--- src/hdl/tkls_pkg.sv ---
// Shared types, constants and the value ordering function for the top-k selector.
// Used by tkls_row, tkls_ctrl and top_k_logit_select; depends on nothing.
package tkls_pkg;

  localparam int MAX_KEEP   = 64;
  localparam int unsigned MAX_ITEMS = 32'd16777216;
  localparam int FILL_W     = $clog2(MAX_KEEP + 1);
  localparam int RANK_W     = $clog2(MAX_KEEP);
  localparam int COUNT_W    = $clog2(MAX_ITEMS);
  localparam int INDEX_W    = 24;
  localparam int VALUE_W    = 32;
  localparam int KEY_W      = 32;
  localparam int KEEP_W     = 7;
  localparam logic [KEEP_W-1:0] KEEP_RESET = KEEP_W'(32);

  typedef struct packed {
    logic [VALUE_W-1:0] value_bits;
    logic               is_last;
  } in_item_t;

  typedef struct packed {
    logic [INDEX_W-1:0] element_index;
    logic [VALUE_W-1:0] kept_value;
    logic [RANK_W-1:0]  rank;
    logic               final_result;
  } out_item_t;

  typedef struct packed {
    logic [VALUE_W-1:0] bits;
    logic [INDEX_W-1:0] index;
    logic [KEY_W-1:0]   key;
  } cell_t;

  // Commands from the controller to the cell row.
  typedef struct packed {
    logic insert;
    logic shift;
    logic clear;
  } row_cmd_t;

  // Status from the cell row to the controller.
  typedef struct packed {
    logic [FILL_W-1:0] fill;
  } row_status_t;

  // Monotone unsigned key: every NaN maps to zero, both zeros share one key,
  // and larger numbers get larger keys.
  function automatic logic [KEY_W-1:0] order_key(logic [VALUE_W-1:0] b);
    logic [KEY_W-1:0] k;
    if (b[30:0] > 31'h7F80_0000) begin
      k = '0;
    end else if (b[30:0] == 31'h0) begin
      k = 32'h8000_0001;
    end else if (b[31]) begin
      k = ~b + 32'd1;
    end else begin
      k = {1'b1, b[30:0]} + 32'd1;
    end
    return k;
  endfunction

endpackage

--- src/hdl/tkls_ctrl.sv ---
// Controller of the top-k selector: keep_count register, insert/emit state
// machine and the rank counter. Depends on tkls_pkg.
module tkls_ctrl (
  input  logic                         clk,
  input  logic                         rst,
  input  logic                         start,
  input  logic                         is_last,
  input  logic                         keep_count_we,
  input  logic [tkls_pkg::KEEP_W-1:0]  keep_count_wdata,
  input  tkls_pkg::row_status_t        status,
  output tkls_pkg::row_cmd_t           cmd,
  output logic                         busy,
  output logic                         result_valid,
  output logic [tkls_pkg::RANK_W-1:0]  rank,
  output logic                         final_result
);

  typedef enum logic [1:0] {
    IDLE = 2'b01,
    EMIT = 2'b10
  } state_t;

  state_t                        state;
  state_t                        state_next;
  logic [tkls_pkg::KEEP_W-1:0]   keep_count;
  logic [tkls_pkg::RANK_W-1:0]   rank_next;
  logic [tkls_pkg::RANK_W-1:0]   last_rank;
  logic [tkls_pkg::RANK_W-1:0]   last_rank_next;
  logic [tkls_pkg::FILL_W-1:0]   fill_after;
  logic [tkls_pkg::FILL_W-1:0]   keep_eff;
  logic [tkls_pkg::FILL_W-1:0]   emit_count;
  logic                          accept;

  assign accept = start && (state == IDLE);

  // Number of results for this vector: the clamped keep count against the
  // fill level that the final insertion leaves.
  always_comb begin
    if (status.fill == tkls_pkg::FILL_W'(tkls_pkg::MAX_KEEP)) begin
      fill_after = status.fill;
    end else begin
      fill_after = status.fill + 1'b1;
    end
    if (keep_count == '0) begin
      keep_eff = tkls_pkg::FILL_W'(1);
    end else if (tkls_pkg::FILL_W'(keep_count) > tkls_pkg::FILL_W'(tkls_pkg::MAX_KEEP)) begin
      keep_eff = tkls_pkg::FILL_W'(tkls_pkg::MAX_KEEP);
    end else begin
      keep_eff = tkls_pkg::FILL_W'(keep_count);
    end
    emit_count = (keep_eff < fill_after) ? keep_eff : fill_after;
  end

  always_comb begin
    state_next     = state;
    rank_next      = rank;
    last_rank_next = last_rank;
    cmd            = '0;
    result_valid   = 1'b0;
    case (state)
      IDLE: begin
        if (accept) begin
          cmd.insert = 1'b1;
          if (is_last) begin
            state_next     = EMIT;
            rank_next      = '0;
            last_rank_next = tkls_pkg::RANK_W'(emit_count - 1'b1);
          end
        end
      end
      EMIT: begin
        result_valid = 1'b1;
        cmd.shift    = 1'b1;
        rank_next    = rank + 1'b1;
        if (rank == last_rank) begin
          cmd.clear  = 1'b1;
          state_next = IDLE;
        end
      end
      default: begin
        state_next = IDLE;
      end
    endcase
  end

  always_ff @(posedge clk) begin
    rank      <= rank_next;
    last_rank <= last_rank_next;
    if (rst) begin
      state      <= IDLE;
      keep_count <= tkls_pkg::KEEP_RESET;
    end else begin
      state <= state_next;
      if (keep_count_we) begin
        keep_count <= keep_count_wdata;
      end
    end
  end

  assign busy         = (state != IDLE);
  assign final_result = (rank == last_rank);

endmodule

--- config.mk ---
export PLATFORM = sky130hd
export DESIGN_NAME = tkls_ctrl
export DESIGN_NICKNAME = d
export VERILOG_FILES = /design/src/hdl/tkls_pkg.sv /design/src/hdl/tkls_ctrl.sv
export SDC_FILE = /design/constraint.sdc
export NUM_CORES = 1
export LEC_CHECK = 0
export ABC_CLOCK_PERIOD_IN_PS = 5070
export BUFFER_PORTS_ARGS = -buffer_cell sky130_fd_sc_hd__buf_4
export CORE_UTILIZATION = 25
export CTS_CLUSTER_DIAMETER = 120
export DETAILED_ROUTE_END_ITERATION = 8
export PLACE_DENSITY_LB_ADDON = 0.2
export SLEW_MARGIN = 20
export SYNTH_ARGS = -nofsm -noshare
export SYNTH_HDL_FRONTEND = slang
export SYNTH_SLANG_ARGS = --single-unit
--- constraint.sdc ---
create_clock -name clk -period 5.07 [get_ports clk]
set_clock_uncertainty 0.15 [all_clocks]
set_input_delay 0.7605 -clock clk [delete_from_list [all_inputs] [get_ports clk]]
set_output_delay 0.7605 -clock clk [all_outputs]
set_load 0.005 [all_outputs]
-- Yosys cells after proc, flatten, opt, wreduce, memory -nomap -nowiden
Index checks and enable logic that the tools add are counted.
- register bits: 21
- input bits: 19
- output and inout bits: 12
- logic and storage cells: 39
- add/sub/neg operators: 3
- magnitude comparators: 2
- eq/ne operators: 8
- muxes and demuxes: 16
- reductions and logical operators: 6
- operators by type and width (kind ; count):
    7-bit two-way mux ; 3
    6-bit two-way mux ; 3
    6-bit one-hot mux with 2 select lines ; 1
    3-bit AND reduction ; 3
    2-bit two-way mux ; 4
    7-bit by 1-bit adder with 7-bit output (second input constant) ; 1
    7-bit == test (second input constant) ; 1
    7-bit > comparator (second input constant) ; 1
    7-bit logical NOT ; 1
    7-bit less-than comparator ; 1
    6-bit by 1-bit adder with 6-bit output (second input constant) ; 1
    6-bit == test ; 1
    2-bit inequality test (second input constant) ; 3
    6-bit by 1-bit subtractor with 6-bit output (second input constant) ; 1
    1-bit two-way mux ; 4
    2-bit one-hot mux with 2 select lines ; 1
    2-bit by 1-bit == test with 1-bit output (second input constant) ; 1
    2-bit == test (second input constant) ; 1
    2-bit by 1-bit inequality test with 1-bit output (second input constant) ; 1
    2-bit nonzero test ; 1
    1-bit logical AND ; 1

-- Longest topological paths before layout
- word-level depth: 6
- gate-level depth with buffers: 14

-- Worst setup path after synthesis
No wires, ideal clock.
- path kind: in2reg
- start: input status[0] in the netlist's numbering
- end: register last_rank[4] in the netlist's numbering, data pin
- setup time: 268 ps
- arrival: 3754 ps
- data required time: 4652 ps
- slack: 898 ps
- cell stages on the path: 14
- path buffers: 0
- path through: inv_1 ha_1 or4b_4 o21bai_1 ha_1 a21oi_1 nor2_1 a211o_1 nor2_2 mux2i_1 ha_1 or3b_2 xor2_1 mux2i_1
- word-level cells in the longest chain between the ends: 5
- elaborated cells between the ends (all ways): 6
- RTL lines (element ; RTL line ; text):
    start, declared ; tkls_ctrl.sv:10 ; input tkls_pkg::row_status_t status,
    7-bit by 1-bit adder with 7-bit output / 7-bit == test (equally long branches) ; tkls_ctrl.sv:42, tkls_ctrl.sv:39 ;
    7-bit two-way mux (*) ; tkls_ctrl.sv:39 ; if (status.fill == tkls_pkg::FILL_W'(tkls_pkg::MAX_KEEP)) begin
    7-bit less-than comparator ; tkls_ctrl.sv:51 ; emit_count = (keep_eff < fill_after) ? keep_eff : fill_after;
    6-bit two-way mux (*) ; tkls_ctrl.sv:51 ;
    6-bit by 1-bit subtractor with 6-bit output (*) ; tkls_ctrl.sv:67 ; last_rank_next = tkls_pkg::RANK_W'(emit_count - 1'b1);
    end signal, assigned ; tkls_ctrl.sv:88 ; last_rank <= last_rank_next;
    end, declared ; tkls_ctrl.sv:27 ; logic [tkls_pkg::RANK_W-1:0] last_rank;
Mark *: on every way between the ends. The rest lies on a longest branch, timed or not.
A chain may end at the register's enable or synchronous reset.

-- Worst setup path in the final report
Same ends and word-level chain as after synthesis.

==> flow_summary_export.csv <==
group,metric,value,unit
timing,setup_viol,0,
worst_setup_path,crit_path_max_fanout,7,
cts,cts_setup_buffers,0,
timing,finalCriticalPeriod,4.36,ns
timing,timing.final.hold_violations,0,
floorplan,num_rows,27,
global_routing,antenna_found_initial,0,
layout,fillCellCount,620,
synth,ys_ff_latch,21,
cts,numClockSinks,21,
timing,worstMarginPinSlew,0.491,ns
cts,cts-root-buf,"clkbuf_8",
cts,cts_buffers,3,
worst_setup_path,crit_arrival,4.20,ns
routing,drtAntennaViolNets,0,
floorplan,die_area,6080,µm²
floorplan,die_w,78.0,µm
cts,cts_tree,"built",
routing,vias,1114,
global_routing,grt_pass1_vias,1043,
power,p_sw,115,µW
global_routing,grt.total_usage,9.83,%
power,finalPower,418,µW
synth,yosysWarnings,0,
power,swShare,27.5,%
cts,clk-insertion-delay-late,0.26,ns
routing,via_per_inst,4.39,
timing,fin_crit_sh,85.9,%
floorplan,die_y,78.0,µm
worst_setup_path,crit_required,4.92,ns
power,power_frac_comb,25.3,%
status,status,"completed",
worst_setup_path,crit_type,"input port to flip-flop",
routing,drc,0,
cts,h-tree-depth,1,
floorplan,start_util,26.1,%
layout,drive_gt1_share,22.0,%
power,ir_worst_vdd,0.0939,mV
routing,drt_pass1_iterations,2,
power,power.density,235,nW/µm²
place,place_hpwl,2.32,mm
place,gp_congestion,0.775,
synth,avgSynthCellArea,9.38,µm²
worst_hold_path,holdPathStages,2,
timing,fmax,0.230,GHz
synth,ys.flop_type,"edfxtp_1",
layout,syn2layout_area_growth,23.2,%
worst_setup_path,ff2ff_path_depth,11,
cts,cts_resized,0,
layout,most-common-layout-cells,"30 x buf_4, 18 x nor2_1, 12 x edfxtp_1",
layout,diodes,0,
timing,rsz0062_at_grt,"false",
timing,final.setup.tns,0,ns
routing,wl_per_cell,11.1,µm
place,post-place-ws,0.452,ns
synth,syn_nets,183,
synth,syn_area,1440,µm²
floorplan,core,5540,µm²
global_routing,grt_max_degree,13,
job,maxCapViolations,0,
timing,drv_slew,0,
worst_setup_path,critPathCaptureType,"flip-flop",
power,leakage,0.806,nW
place,io_buffers,30,
synth,synth_cell_types,32,
worst_hold_path,hp-class,"flip-flop to flip-flop",
power,p_int,303,µW
layout,multiInputGateArea,836,µm²
global_routing,grt_pass1_wl,4.75,mm
timing,finalWorstSetupSlack,0.714,ns
timing,relSlewSlack,66.4,%
layout,layout_commonest_cell,"buf_4",
global_routing,grt_overflow,0,
worst_setup_path,start_kind,"input port",
power,pwr-share-clk,26.1,%
floorplan,io_pins,31,
routing,drt_first_iter_violations,29,
cts,clkTransAtPathRegs,0.07,ns
layout,final_nets,212,
layout,register_area,541,µm²
cts,clock_path_buffers,2,
routing,routed_wl,2.81,mm
cts,hold_buffers,0,
synth,ys_seq_area_share,37.4,%
power,p_seq_share,48.6,%
synth,synthArstFlopShare,0,%
synth,synthesis.instances,154,
synth,synth_edf_count,12,
critical path: stages:
cell and delay [ns]:
buf_4 0.14, inv_1 0.05, ha_1 0.13, or4b_4 0.47, o21bai_1 0.29, ha_1 0.31
a21oi_1 0.13, nor2_1 0.05, a211o_1 0.31, nor2_2 0.34, mux2i_1 0.26, ha_1 0.27
or3b_2 0.47, xor2_1 0.14, mux2i_1 0.08
sequential cells by signal, indices dropped and copies added, names as in the netlist:
signal,flops
keep_count,7
rank,6
last_rank,6
state,2
area by class of cell:
| cell class | count | area share, % |
|---|---|---|
| sequential | 21 | 30.4 |
| tap | 72 | 5.06 |
| timing repair buffer | 30 | 12.7 |
| clock buffer | 3 | 2.32 |
| clock inverter | 1 | 0.281 |
| multi-input combinational | 116 | 47.0 |
| inverter | 11 | 2.32 |
power by group through the flow:
stage	combinational, mW	clock (mW)	sequential, mW
after global placement	0.107	0	0.207
after detailed placement	0.107	0	0.207
after CTS	0.108	0.115	0.203
final	0.106	0.109	0.203
after floorplan	0.0752	0	0.204
after global routing	0.120	0.121	0.205
layer usage:
layer  vias to the layer above  global-route usage (%)  wire (µm)
met4                         0                    3.33         27
met3                         2                    1.76         97
met5                         -                       0          0
li1                        584                       -          -
met1                       503                    12.8       1350
met2                        25                    16.3       1340
logic make-up after synthesis:
family                     count (synthesis)  synth area share, %
xor gates and xnor gates                  19                 11.5
muxes                                     12                 8.67
buffers and inverters                     17                 4.68
and+or+nand+nor                           57                 20.4
DFF                                       21                 37.4
AOI/OAI and AO/OA                         18                 8.67
adders and majority gates                 10                 8.67
through the flow:
step                cells  area (µm²)  utilization [%]  hold slack, ns
finish                254        1780             32.1           0.372
global route          254        1780             32.1           0.428
CTS                   254        1780             32.1           0.383
detailed placement    250        1730             31.3           0.360
global placement      250        1730             31.3           0.355
floorplan             154        1440                -           0.327
synth_stat cells (all sizes together) (6+ instances only):
library cell	count	area [µm²]
edfxtp	12	360
mux2i	11	110
nand3	9	45.0
dfxtp	9	180
nor2b	6	37.5
xor2	10	87.6
a21oi	6	30.0
nor2	19	73.8
xnor2	9	78.8
nand2	8	30.0
ha	10	125
inv	11	41.3
final timing paths:
path | start | endpoint | slack [ns]
min reg2reg | keep_count[0]$_SDFFE_PP0P_ | keep_count[0]$_SDFFE_PP0P_ | 0.37
max reg2reg | keep_count[6]$_SDFFE_PP0P_ | last_rank[4]$_DFFE_PP_ | 1.57
max | status[0] | last_rank[4]$_DFFE_PP_ | 0.71
min | keep_count[0]$_SDFFE_PP0P_ | keep_count[0]$_SDFFE_PP0P_ | 0.37
(Power assumes the default switching activity.)
